File: src/vwuf_pkg.sv
`timescale 1ns / 1ps
// shared types and codes for the vertex weld core
// no dependencies

package vwuf_pkg;

   typedef enum logic [2:0] {
      ACT_LOAD    = 3'd0,
      ACT_CLUSTER = 3'd1,
      ACT_MAP     = 3'd2,
      ACT_READ    = 3'd3,
      ACT_CLEAR   = 3'd4
   } action_type;

   typedef enum logic [1:0] {
      STS_OK          = 2'd0,
      STS_FULL        = 2'd1,
      STS_RANGE       = 2'd2,
      STS_UNCLUSTERED = 2'd3
   } status_type;

   typedef struct packed {
      logic [2:0]         action;
      logic signed [31:0] coord_x;
      logic signed [31:0] coord_y;
      logic signed [31:0] coord_z;
      logic [9:0]         query_index;
   } req_type;

   typedef struct packed {
      logic [1:0]         status;
      logic [10:0]        unique_total;
      logic [9:0]         mapped_index;
      logic signed [31:0] out_x;
      logic signed [31:0] out_y;
      logic signed [31:0] out_z;
   } rsp_type;

   typedef enum logic [4:0] {
      OP_NOP,
      OP_CAPTURE,
      OP_LOAD,
      OP_CLEAR,
      OP_QERR,
      OP_MAP_LABEL,
      OP_READ_REP,
      OP_LABEL_TO_REP,
      OP_REP_TO_STORE,
      OP_RESP_VERT,
      OP_CL_INIT,
      OP_INIT_WR,
      OP_I_ZERO,
      OP_RD_I,
      OP_HOLD_I,
      OP_RD_J,
      OP_WALK_I,
      OP_WALK_J,
      OP_WALK,
      OP_LINK,
      OP_NEXT_J,
      OP_NEXT_I,
      OP_LBL_NEW,
      OP_LBL_RD,
      OP_LBL_COPY,
      OP_CL_DONE
   } op_type;

   typedef enum logic [4:0] {
      S_IDLE,
      S_DECODE,
      S_Q_LABEL,
      S_Q_REP,
      S_Q_STORE,
      S_INIT,
      S_OUTER,
      S_HOLD_I,
      S_INNER,
      S_CMP1,
      S_CMP2,
      S_CMP3,
      S_CMP4,
      S_DECIDE,
      S_FIND_A,
      S_FIND_B,
      S_NEXT,
      S_LABEL,
      S_LBL_FIND,
      S_LBL_WAIT
   } ctrl_state_type;

   typedef struct packed {
      logic [2:0] action;
      logic       full;
      logic       q_err;
      logic       near;
      logic       root_found;
      logic       walk_is_i;
      logic       i_done;
      logic       i_last;
      logic       j_last;
   } dp_status_type;

endpackage

File: src/vwuf_ctrl.sv
`timescale 1ns / 1ps
// sequencer for the vertex weld core: issues one datapath op per cycle
// depends on vwuf_pkg

module vwuf_ctrl import vwuf_pkg::*; (
   input  logic          clock,
   input  logic          reset,
   input  logic          start,
   input  dp_status_type dp_status,
   output logic          busy,
   output op_type        op
);

   ctrl_state_type state_ff, state_in;

   always_ff @(posedge clock) begin
      if (reset) begin
         state_ff <= S_IDLE;
      end else begin
         state_ff <= state_in;
      end
   end

   always_comb begin
      state_in = state_ff;
      op       = OP_NOP;
      case (state_ff)
         S_IDLE: begin
            if (start) begin
               op       = OP_CAPTURE;
               state_in = S_DECODE;
            end
         end
         S_DECODE: begin
            state_in = S_IDLE;
            case (dp_status.action)
               ACT_LOAD:  op = OP_LOAD;
               ACT_CLEAR: op = OP_CLEAR;
               ACT_CLUSTER: begin
                  op       = OP_CL_INIT;
                  state_in = S_INIT;
               end
               ACT_MAP: begin
                  if (dp_status.q_err) begin
                     op = OP_QERR;
                  end else begin
                     op       = OP_MAP_LABEL;
                     state_in = S_Q_LABEL;
                  end
               end
               ACT_READ: begin
                  if (dp_status.q_err) begin
                     op = OP_QERR;
                  end else begin
                     op       = OP_READ_REP;
                     state_in = S_Q_REP;
                  end
               end
               default: op = OP_NOP;
            endcase
         end
         S_Q_LABEL: begin
            op       = OP_LABEL_TO_REP;
            state_in = S_Q_REP;
         end
         S_Q_REP: begin
            op       = OP_REP_TO_STORE;
            state_in = S_Q_STORE;
         end
         S_Q_STORE: begin
            op       = OP_RESP_VERT;
            state_in = S_IDLE;
         end
         S_INIT: begin
            if (dp_status.i_done) begin
               op       = OP_I_ZERO;
               state_in = S_OUTER;
            end else begin
               op = OP_INIT_WR;
            end
         end
         S_OUTER: begin
            if (dp_status.i_last) begin
               op       = OP_I_ZERO;
               state_in = S_LABEL;
            end else begin
               op       = OP_RD_I;
               state_in = S_HOLD_I;
            end
         end
         S_HOLD_I: begin
            op       = OP_HOLD_I;
            state_in = S_INNER;
         end
         S_INNER: begin
            op       = OP_RD_J;
            state_in = S_CMP1;
         end
         // distance pipeline runs on its own, just wait it out
         S_CMP1: state_in = S_CMP2;
         S_CMP2: state_in = S_CMP3;
         S_CMP3: state_in = S_CMP4;
         S_CMP4: state_in = S_DECIDE;
         S_DECIDE: begin
            if (dp_status.near) begin
               op       = OP_WALK_I;
               state_in = S_FIND_A;
            end else begin
               state_in = S_NEXT;
            end
         end
         S_FIND_A: begin
            if (dp_status.root_found) begin
               op       = OP_WALK_J;
               state_in = S_FIND_B;
            end else begin
               op = OP_WALK;
            end
         end
         S_FIND_B: begin
            if (dp_status.root_found) begin
               op       = OP_LINK;
               state_in = S_NEXT;
            end else begin
               op = OP_WALK;
            end
         end
         S_NEXT: begin
            if (dp_status.j_last) begin
               op       = OP_NEXT_I;
               state_in = S_OUTER;
            end else begin
               op       = OP_NEXT_J;
               state_in = S_INNER;
            end
         end
         S_LABEL: begin
            if (dp_status.i_done) begin
               op       = OP_CL_DONE;
               state_in = S_IDLE;
            end else begin
               op       = OP_WALK_I;
               state_in = S_LBL_FIND;
            end
         end
         S_LBL_FIND: begin
            if (!dp_status.root_found) begin
               op = OP_WALK;
            end else if (dp_status.walk_is_i) begin
               op       = OP_LBL_NEW;
               state_in = S_LABEL;
            end else begin
               op       = OP_LBL_RD;
               state_in = S_LBL_WAIT;
            end
         end
         S_LBL_WAIT: begin
            op       = OP_LBL_COPY;
            state_in = S_LABEL;
         end
         default: state_in = S_IDLE;
      endcase
   end

   assign busy = (state_ff != S_IDLE);

endmodule

File: config.mk
export PLATFORM = sky130hd
export DESIGN_NAME = vwuf_ctrl
export DESIGN_NICKNAME = d
export VERILOG_FILES = /design/src/vwuf_pkg.sv /design/src/vwuf_ctrl.sv
export SDC_FILE = /design/constraint.sdc
export NUM_CORES = 1
export LEC_CHECK = 0
export BUFFER_PORTS_ARGS = -buffer_cell sky130_fd_sc_hd__buf_2
export CAP_MARGIN = 40
export CORE_UTILIZATION = 52
export CTS_CLUSTER_SIZE = 20
export DETAILED_ROUTE_END_ITERATION = 8
export PLACE_DENSITY = 0.83
export RECOVER_POWER = 50
export SLEW_MARGIN = 25
export SYNTH_ARGS = -nofsm -noshare
export SYNTH_HDL_FRONTEND = slang
export SYNTH_SLANG_ARGS = --single-unit
File: constraint.sdc
create_clock -name clock -period 1.85 [get_ports clock]
set_clock_uncertainty 0.05 [all_clocks]
set_input_delay 0.2775 -clock clock [delete_from_list [all_inputs] [get_ports clock]]
set_output_delay 0.2775 -clock clock [all_outputs]
set_load 0.03 [all_outputs]
==> results.yml, run 1 <==
run_status:
  outcome: "did not finish"
  stop_stage: "global routing (5_1_grt)"
  tool.error: "[ERROR DPL-0038] Utilization greater than 100%, impossible to legalize"
logic_synthesis:
  synth.most_common_cell: "o21ai_0"
  yosysSeqAreaShare: 0.126
  synth_top_cell_by_area: "dfxtp_1"
  ys_ff_latch: 5
  yosysWarnings: 0
  syn_nets: 127
  synth.cell_area_sq_um: 796
  synthArstFlopShare: 0
  synthTopCellsByCount: "o21ai_0 (11), a21oi_1 (9), nor3_1 (8)"
  synth_cell_types: 46
  synth_edf_count: 0
  synth_area_leaders: "dfxtp_1 (13%), o21ai_0 (6.9%), a21oi_1 (5.7%), nor3_1 (5.0%), a211o_1 (3.3%)"
  synthCells: 113
  yosys.area.top_type_share: 0.126
  syn_avg_cell_area_sq_um: 7.04
  ys.flop_type: "dfxtp_1"
floorplanning:
  io_pins: 20
  rows: 13
  die_width_um: 41.1
  die_h_um: 41.1
  start_util: 0.582
place:
  dp_hpwl_um: 2310
  placed_area_sq_um: 1100
  port_buffers: 18
  gp_congestion: 1.04
  dp_cells: 167
  place_ws_ps: -142
sta:
  worst-ep-kind: "output port"
  crit_endpoint: "op[0]"
clocking:
  hold_buffers: 0
  cts_max_path_buffers: 2
  numCtsBuffers: 3
  clock_sinks: 5
  h-tree-depth: 1
  ctsRootBufferMaster: "clkbuf_4"
grt:
  grt_max_degree: 15
==> per-stage QoR <==
step           utilization  hold slack [ps]
4_1_cts              0.921              242
3_5_place_dp         0.806              514
3_3_place_gp         0.806              515
2_1_floorplan            -              341
==> logic make-up after synthesis <==
kind of cell,Yosys count,share of synthesized area
AO/OA/AOI/OAI,50,0.450
buffers and inverters,16,0.0802
flip-flops,5,0.126
multiplexers,1,0.0126
AND/OR/NAND/NOR,41,0.332
==> timing repair <==
| item | in CTS |
|---|---|
| pin swaps | 9 |
| endpoints found under the setup margin | 9 |
| hold endpoints to repair | 0 |
| gates resized for setup | 29 |
| setup buffers | 6 |
==> run 2: changes to the inputs <==
--- a/config.mk
+++ b/config.mk
@@ -7,10 +7,10 @@
 export LEC_CHECK = 0
 export BUFFER_PORTS_ARGS = -buffer_cell sky130_fd_sc_hd__buf_2
 export CAP_MARGIN = 40
-export CORE_UTILIZATION = 52
-export CTS_CLUSTER_SIZE = 20
+export CORE_AREA = 2 2 63 65
 export DETAILED_ROUTE_END_ITERATION = 8
-export PLACE_DENSITY = 0.83
+export DIE_AREA = 0 0 65 67
+export PLACE_DENSITY_LB_ADDON = 0.15
 export RECOVER_POWER = 50
 export SLEW_MARGIN = 25
 export SYNTH_ARGS = -nofsm -noshare
==> run 2 against run 1 <==
  * The flow now finishes, with violations (negative setup slack)
  * Synthesized cell count stayed put
  * Area after synthesis unchanged
==> results.yml, run 2 <==
run_status:
  outcome: "finished with violations"
  violations: "negative setup slack"
sta:
  period_needed_ps: 2070
  finalSetupViolCount: 9
  timing.slew.headroom: 0.802
  setup_ws_ps: -219
  fin_crit_sh: 1.12
  worst-slew-pin-transition_ps: 294
  drv_slew: 0
  fmax_mhz: 483
  rsz0062_at_grt: "yes"
  hold_violations: 0
clocking:
  ctsRootBufferMaster: "clkbuf_8"
  h-tree-depth: 1
  cts_tree: "yes"
  cts_max_path_buffers: 2
  insertion_delay_ps: 220
  numCtsBuffers: 3
  clock_sinks: 5
  clkTransAtPathRegs_ps: 40
detailed_routing:
  vias: 1158
  wire_per_inst_um: 15.5
  via_per_inst: 5.34
  wl_um: 3360
  ant_nets: 0
  drcViolationCount: 0
  dr.first_iter.drc_count: 65
  drtPass1Iterations: 4
logic_synthesis:
  syn_avg_cell_area_sq_um: 7.04
  synthTopCellsByCount: "o21ai_0 (11), a21oi_1 (9), nor3_1 (8)"
  synthArstFlopShare: 0
  synth_area_leaders: "dfxtp_1 (13%), o21ai_0 (6.9%), a21oi_1 (5.7%), nor3_1 (5.0%), a211o_1 (3.3%)"
  yosysSeqAreaShare: 0.126
  yosysWarnings: 0
  synthCells: 113
  syn_nets: 127
  synth.cell_area_sq_um: 796
  synth_top_cell_by_area: "dfxtp_1"
  synth_cell_types: 46
  synth_edf_count: 0
  ys.flop_type: "dfxtp_1"
  synth.most_common_cell: "o21ai_0"
  ys_ff_latch: 5
  yosys.area.top_type_share: 0.126
floorplanning:
  io_pins: 20
  dieArea_sq_um: 4360
  start_util: 0.221
  coreArea_sq_um: 3610
  die_width_um: 65
  rows: 22
  die_h_um: 67
layout:
  top_regs: "state_ff (5)"
  drive_gt1_frac: 0.550
  regMostFlops: "state_ff"
  layout_common_cells: "buf_4 (39), buf_2 (13), a21oi_1 (8), buf_6 (8)"
  fin_nets: 184
  synthToLayoutAreaGrowth_pct: 82.7
  fin_area_sq_um: 1450
  final_common_cell: "buf_4"
  antenna_cells: 0
  largest_reg_flops: 5
job:
  cap_violations: 0
grt:
  gr-usage-all-layers: 0.163
  grt_max_degree: 17
  grt_pass1_vias: 1158
  grt_pass1_wl_um: 5510
  grt-ovfl-total: 0
  antenna_found_initial: 0
setup_path:
  crit_top_cell: "buf_6"
  startpoint: "state_ff[2]"
  rr_startpoint: "state_ff[3]"
  startpoint_type: "flip-flop"
  cp_data_arrival_time_ps: 1740
  critPathKind: "reg -> out"
  path_max_fanout: 5
  cp_slowest_cell: "dfxtp_4"
  max_stage_delay_ps: 360
  worstPathCellList: "buf_6 -> or2b_1 -> o21ai_2 -> a32oi_2 -> o311ai_1 -> a311o_2 -> buf_6"
  crit_path_end_kind: "output pin"
  critPathRequiredTime_ps: 1520
power:
  leakage_nw: 0.585
  powerDensity_nw_per_um2: 456
  peakVddDrop_v: 0.000306
place:
  placed_area_sq_um: 1150
  place_ws_ps: -180
  dp_hpwl_um: 2360
  port_buffers: 18
  gp_congestion: 0.779
min_path:
  hold_path_class: "in -> reg"
  min_from: "reset"
[run 2: cell counts after synthesis]
No cell type changed its count.
[run 2: logic make-up (layout without fill, tap and decap cells)]
logic type | Yosys count | after routing | synth area share
AO/OA/AOI/OAI | 50 | 50 | 0.450
buffers and inverters | 16 | 72 | 0.0802
flip-flops | 5 | 5 | 0.126
AND/OR/NAND/NOR | 41 | 41 | 0.332
multiplexers | 1 | 1 | 0.0126
[run 2: critical path, delay by kind of cell, from the launching register on]
kind	cells	cell delay, ps
compound gates	4	720
flops	1	360
simple gates	1	180
buf+inv	2	260
[run 2: path summary, 6_finish.rpt]
check | end | slack, ps | depth (start not counted)
setup / recovery | op[0] | -220 | 7
hold / removal | state_ff[1] | 280 | 2
setup reg to reg | state_ff[0] | -70 | 7
hold reg to reg | state_ff[0] | 520 | 1
[run 2: where the power goes]
part | switching, W | internal, W | total, W
Combinational | 0.000173 | 0.000157 | 0.000330
Clock | 0.0000546 | 0.000148 | 0.000203
Sequential | 0.0000160 | 0.000115 | 0.000131
Total | 0.000244 | 0.000419 | 0.000663
[run 2: metrics by stage]
| stage | setup TNS (ps) | util | total power [W] | hold WS [ps] | instances |
|---|---|---|---|---|---|
| final | -986 | 0.403 | 0.000663 | 283 | 217 |
| after global routing | -1600 | 0.403 | 0.000706 | 326 | 217 |
| after CTS | -891 | 0.383 | 0.000649 | 278 | 212 |
| after detailed placement | -1130 | 0.319 | 0.000406 | 520 | 201 |
| after global placement | -1070 | 0.319 | 0.000408 | 523 | 201 |
| after floorplan | 0 | - | 0.000275 | 341 | 113 |
[run 2: timing repair]
item	CTS	global route
pin swaps	11	6
endpoints found under the setup margin	10	9
resized for setup	40	7
buffers inserted	7	5
hold buffers	0	0
[run 2: cell type report]
cell class / count / area (sq um)
Multi-Input combinational cell: 92 / 742
Clock buffer: 4 / 45.0
Sequential cell: 5 / 111
Inverter: 6 / 22.5
Fill cell: 389 / 2150
Timing Repair Buffer: 62 / 473
Tap cell: 48 / 60.1
[run 2: metal layers]
layer  share of wire  vias up  track usage  wire, um
met5               0        -            0         0
met4           0.024        0       0.0665        82
met3           0.037       13       0.0236       125
met2            0.52       40        0.295      1760
met1            0.41      538        0.190      1390
li1                -      567            -         -
Power figures use the tool's default switching activity.
==> run 3: changes to the inputs <==
--- a/config.mk
+++ b/config.mk
@@ -5,6 +5,7 @@
 export SDC_FILE = /design/constraint.sdc
 export NUM_CORES = 1
 export LEC_CHECK = 0
+export ABC_AREA = 1
 export BUFFER_PORTS_ARGS = -buffer_cell sky130_fd_sc_hd__buf_2
 export CAP_MARGIN = 40
 export CORE_AREA = 2 2 63 65
@@ -16,3 +17,4 @@
 export SYNTH_ARGS = -nofsm -noshare
 export SYNTH_HDL_FRONTEND = slang
 export SYNTH_SLANG_ARGS = --single-unit
+export TNS_END_PERCENT = 1
==> run 3 against run 2 <==
  * Largest power group unchanged
  * Wire length fell by 16%
  * Total power fell by 18%
  * First-iteration DRC count fell by 23%
  * Sequential power fell by 9%
  * Area after synthesis rose by 5.7%
  * Sequential cell count did not move
  * Hold slack got worse by 60 ps
  * The run still ends with negative setup slack left
  * Non-clock buffer count fell by 26
  * Final area fell by 12%
==> results.yml, run 3 <==
setup_path:
  startpoint_type: "flip-flop"
  worstPathCellList: "nor2_4 -> buf_12 -> nand2_2 -> nor2_2 -> nand2_2 -> nand2_2 -> a211oi_2 -> nand4_1 -> buf_6"
  max_stage_delay_ps: 350
  path_max_fanout: 11
  cp_data_arrival_time_ps: 1550
  cp_slowest_cell: "dfxtp_2"
  crit_top_cell: "nand2_2"
  r2r_slack_ps: 190
  critPathKind: "reg -> out"
  crit_path_end_kind: "output pin"
  critPathRequiredTime_ps: 1520
clocking:
  ctsRootBufferMaster: "clkbuf_8"
  cts_max_path_buffers: 2
  h-tree-depth: 1
  clock_sinks: 5
  insertion_delay_ps: 220
  cts_tree: "yes"
  numCtsBuffers: 3
  clkTransAtPathRegs_ps: 40
logic_synthesis:
  synthCells: 149
  yosysSeqAreaShare: 0.119
  synth_top_cell_by_area: "nand2_1"
  synth_cell_types: 26
  ys.flop_type: "dfxtp_1"
  synth.most_common_cell: "nand2_1"
  synthArstFlopShare: 0
  synth_edf_count: 0
  synth.cell_area_sq_um: 841
  synthTopCellsByCount: "nand2_1 (43), inv_1 (18), nor2_1 (14)"
  synth_area_leaders: "nand2_1 (19%), dfxtp_1 (12%), nand3_2 (8.3%), inv_1 (8.0%), nor2_1 (6.3%)"
  yosys.area.top_type_share: 0.192
  syn_nets: 163
  yosysWarnings: 0
  syn_avg_cell_area_sq_um: 5.64
  ys_ff_latch: 5
power:
  p_seq_frac: 0.219
  powerDensity_nw_per_um2: 422
  pwr-share-comb: 0.411
  p_sw_frac: 0.349
  clkPwrFrac: 0.369
  power.switching_w: 0.000189
  peakVddDrop_v: 0.000163
  power.total_w: 0.000542
  leakage_nw: 0.643
  p_int_w: 0.000353
layout:
  drive_gt1_frac: 0.446
  nFillCells: 402
  finish.utilization: 0.356
  final_common_cell: "nand2_1"
  regMostFlops: "state_ff"
  top_regs: "state_ff (5)"
  antenna_cells: 0
  synthToLayoutAreaGrowth_pct: 52.8
  stdcell_count: 234
  layout_common_cells: "nand2_1 (37), inv_1 (16), nor2_1 (14), buf_4 (14), buf_2 (12)"
  largest_reg_flops: 5
  fin_nets: 201
detailed_routing:
  drcViolationCount: 0
  drtPass1Iterations: 4
  via_per_inst: 4.65
  wire_per_inst_um: 12.1
  dr.first_iter.drc_count: 50
  vias: 1087
  wl_um: 2820
  ant_nets: 0
floorplanning:
  coreArea_sq_um: 3610
  die_h_um: 67
  dieArea_sq_um: 4360
  die_width_um: 65
  rows: 22
  start_util: 0.233
  io_pins: 20
place:
  place_ws_ps: 105
  dp_cells: 222
  dp_hpwl_um: 2180
  gp_congestion: 0.826
  port_buffers: 18
run_status:
  outcome: "finished with violations"
  violations: "negative setup slack"
sta:
  period_needed_ps: 1880
  hold_violations: 0
  fin_crit_sh: 1.02
  fmax_mhz: 532
  setup_ws_ps: -29.0
  rsz0062_at_grt: "yes"
  finalSetupViolCount: 1
  timing.slew.headroom: 0.752
  drv_slew: 0
  worst-slew-pin-transition_ps: 373
job:
  cap_violations: 0
grt:
  gr-usage-all-layers: 0.136
  antenna_found_initial: 0
  grt_pass1_wl_um: 4590
  grt_max_degree: 12
  grt-ovfl-total: 0
  grt_pass1_vias: 1029
min_path:
  hold_path_class: "in -> reg"
[run 3: worst paths after layout]
| check | from | endpoint | depth (start not counted) |
|---|---|---|---|
| setup reg to reg | state_ff[0] | state_ff[1] | 10 |
| hold reg to reg | state_ff[0] | state_ff[0] | 2 |
| setup / recovery | state_ff[2] | op[0] | 9 |
| hold / removal | reset | state_ff[4] | 2 |
[run 3: cell families (layout without fill, tap and decap cells)]
logic type	after synthesis	after routing	share of synthesized area
AND/OR/NAND/NOR	97	97	0.592
buffers and inverters	28	65	0.153
AO/OA/AOI/OAI	19	19	0.135
flip-flops	5	5	0.119
[run 3: layout make-up]
| cell class | count | area [sq um] | area share |
|---|---|---|---|
| Inverter | 25 | 97.6 | 0.0759 |
| Sequential cell | 5 | 114 | 0.0886 |
| Clock buffer | 4 | 45.0 | 0.0351 |
| Tap cell | 48 | 60.1 | 0.0467 |
| Multi-Input combinational cell | 116 | 684 | 0.533 |
| Timing Repair Buffer | 36 | 284 | 0.221 |
[run 3: per-stage QoR]
stage	area, sq um	hold slack [ps]	setup TNS, ps
floorplan	841	297	0
global placement	1040	457	0
detailed placement	1040	463	0
CTS	1130	227	-2.53
global route	1280	238	-255
finish	1280	223	-29.0
[run 3: critical path, delay by kind of cell, from the launching register on]
kind            cells  cell delay, ps
compound gates      1             220
buf+inv             2             300
simple gates        6             450
flops               1             350
[run 3: power groups by stage]
| stage | clock, W | sequential (W) | combinational (W) |
|---|---|---|---|
| after floorplan | 0 | 0.000123 | 0.000114 |
| final | 0.000200 | 0.000119 | 0.000223 |
| after global routing | 0.000217 | 0.000120 | 0.000242 |
| after global placement | 0 | 0.000121 | 0.000187 |
| after CTS | 0.000206 | 0.000121 | 0.000192 |
| after detailed placement | 0 | 0.000122 | 0.000185 |
[run 3: routing by layer]
layer / vias to the layer above / wire (um) / part of all wire / global-route usage
met2: 34 / 1430 / 0.51 / 0.229
met3: 5 / 130 / 0.046 / 0.0270
li1: 562 / - / - / -
met4: 0 / 27 / 0.0096 / 0.0426
met1: 486 / 1230 / 0.44 / 0.174
met5: - / 0 / 0 / 0
[run 3: what timing repair did]
item                                    CTS  global route
pin swaps                                 0            10
resized for setup                        11            29
cloned                                    0             0
setup buffers                             1             7
endpoints found under the setup margin    4             4
hold buffers                              0             0
==> run 4: changes to the inputs <==
--- a/config.mk
+++ b/config.mk
@@ -13,6 +13,7 @@
 export DIE_AREA = 0 0 65 67
 export PLACE_DENSITY_LB_ADDON = 0.15
 export RECOVER_POWER = 50
+export SETUP_SLACK_MARGIN = 0.05
 export SLEW_MARGIN = 25
 export SYNTH_ARGS = -nofsm -noshare
 export SYNTH_HDL_FRONTEND = slang
==> run 4 against run 3 <==
  * First-iteration DRC count up 10%
  * Register-to-register slack better by 20 ps
  * The run still ends with negative setup slack left
  * Critical path depth is the same
  * Largest power group unchanged
  * Sequential cell count unchanged
==> results.yml, run 4 (synthesis results as in run 3) <==
layout:
  fin_nets: 205
  top_regs: "state_ff (5)"
  regMostFlops: "state_ff"
  antenna_cells: 0
  largest_reg_flops: 5
  stdcell_count: 238
  fin_area_sq_um: 1270
  layout_common_cells: "nand2_1 (37), buf_4 (20), inv_1 (16), nor2_1 (14), buf_2 (12)"
  drive_gt1_frac: 0.447
  final_common_cell: "nand2_1"
  synthToLayoutAreaGrowth_pct: 51.6
floorplanning:
  start_util: 0.233
  rows: 22
  die_h_um: 67
  io_pins: 20
  dieArea_sq_um: 4360
  coreArea_sq_um: 3610
  die_width_um: 65
place:
  port_buffers: 18
  dp_cells: 222
  placed_area_sq_um: 1040
  gp_congestion: 0.826
  place_ws_ps: 105
  dp_hpwl_um: 2180
clocking:
  numCtsBuffers: 3
  clock_sinks: 5
  hold_buffers: 0
  insertion_delay_ps: 220
  ctsRootBufferMaster: "clkbuf_8"
  h-tree-depth: 1
  cts_max_path_buffers: 2
  cts_tree: "yes"
  clkTransAtPathRegs_ps: 40
setup_path:
  cp_num_buf_inv: 3
  worstPathCellList: "buf_6 -> inv_2 -> nand3_2 -> nor2_2 -> nand2_2 -> nand2_2 -> a211oi_2 -> nand4_1 -> buf_6"
  critPathKind: "reg -> out"
  crit_path_end_kind: "output pin"
  max_stage_delay_ps: 350
  cp_slowest_cell: "dfxtp_4"
  cp_data_arrival_time_ps: 1530
  path_max_fanout: 4
  path_delay_family: "simple AND/OR/NAND/NOR gates"
  startpoint_type: "flip-flop"
  critPathRequiredTime_ps: 1520
sta:
  hold_violations: 0
  setup_ws_ps: -3.07
  timing.slew.headroom: 0.751
  finalSetupViolCount: 1
  rsz0062_at_grt: "yes"
  fmax_mhz: 540
  fin_crit_sh: 1.00
  drv_slew: 0
  period_needed_ps: 1850
  worst-slew-pin-transition_ps: 374
grt:
  groute.layer.met2.usage: 0.233
  grt_max_degree: 12
  gr-max-usage-layer: "met2"
  grt_pass1_vias: 1044
  met3_usage: 0.0253
  gr-usage-all-layers: 0.137
  use_met1: 0.173
  grt-ovfl-total: 0
  grt_pass1_wl_um: 4600
  antenna_found_initial: 0
run_status:
  outcome: "finished with violations"
  violations: "negative setup slack"
detailed_routing:
  wire_per_inst_um: 11.7
  vias: 1122
  dr.first_iter.drc_count: 55
  via_per_inst: 4.71
  drtPass1Iterations: 4
  wl_um: 2790
  ant_nets: 0
  drcViolationCount: 0
job:
  cap_violations: 0
power:
  leakage_nw: 0.644
  peakVddDrop_v: 0.000164
  powerDensity_nw_per_um2: 426
min_path:
  hold_path_class: "in -> reg"
==> run 4: cell count changes in the layout (fill, tap and decap cells not counted) <==
cell       change
nor4_1         +1
buf_4          +6
inv_2          +1
buf_12         -2
o2111ai_1      +1
inv_4          -1
o2111ai_2      -1
nor4_2         -1
==> run 4: layout make-up <==
type                    instances  area [sq um]
flip-flops and latches          5           114
well taps                      48          60.1
clock buffers                   4          45.0
multi-input cells             116           672
fillers                       402          2330
repair buffers                 40           289
inverters                      25          95.1
==> run 4: power by group <==
group          internal, W  switching [W]
Sequential        0.000112     0.00000778
Combinational    0.0000935       0.000130
Clock             0.000148      0.0000526
==> run 4: worst paths after layout <==
path / cells after the start / startpoint / slack [ps] / endpoint
worst min-delay path: 2 / reset / 220 / state_ff[4]
worst max register to register: 10 / state_ff[0] / 210 / state_ff[1]
worst min register to register: 2 / state_ff[0] / 470 / state_ff[0]
worst max-delay path: 9 / state_ff[3] / -3 / op[0]
==> run 4: repair_timing <==
item	4_1_cts	5_1_grt
setup endpoints to repair	5	5
resized for setup	17	20
buffers inserted	1	12
pin swaps	0	12
==> run 4: routing by layer <==
| metal | wire, um | vias up | share of wire |
|---|---|---|---|
| met5 | 0 | - | 0 |
| met4 | 18 | 0 | 0.0065 |
| met3 | 166 | 7 | 0.060 |
| met2 | 1370 | 41 | 0.49 |
| met1 | 1230 | 503 | 0.44 |
| li1 | - | 571 | - |
==> run 4: through the flow <==
stage / hold WS (ps) / util / setup TNS, ps / total power (W)
3_5_place_dp: 463 / 0.290 / 0 / 0.000306
2_1_floorplan: 297 / - / 0 / 0.000237
6_report: 222 / 0.354 / -3.07 / 0.000543
3_3_place_gp: 457 / 0.290 / 0 / 0.000309
5_1_grt: 237 / 0.354 / -272 / 0.000579
4_1_cts: 227 / 0.322 / 0 / 0.000524
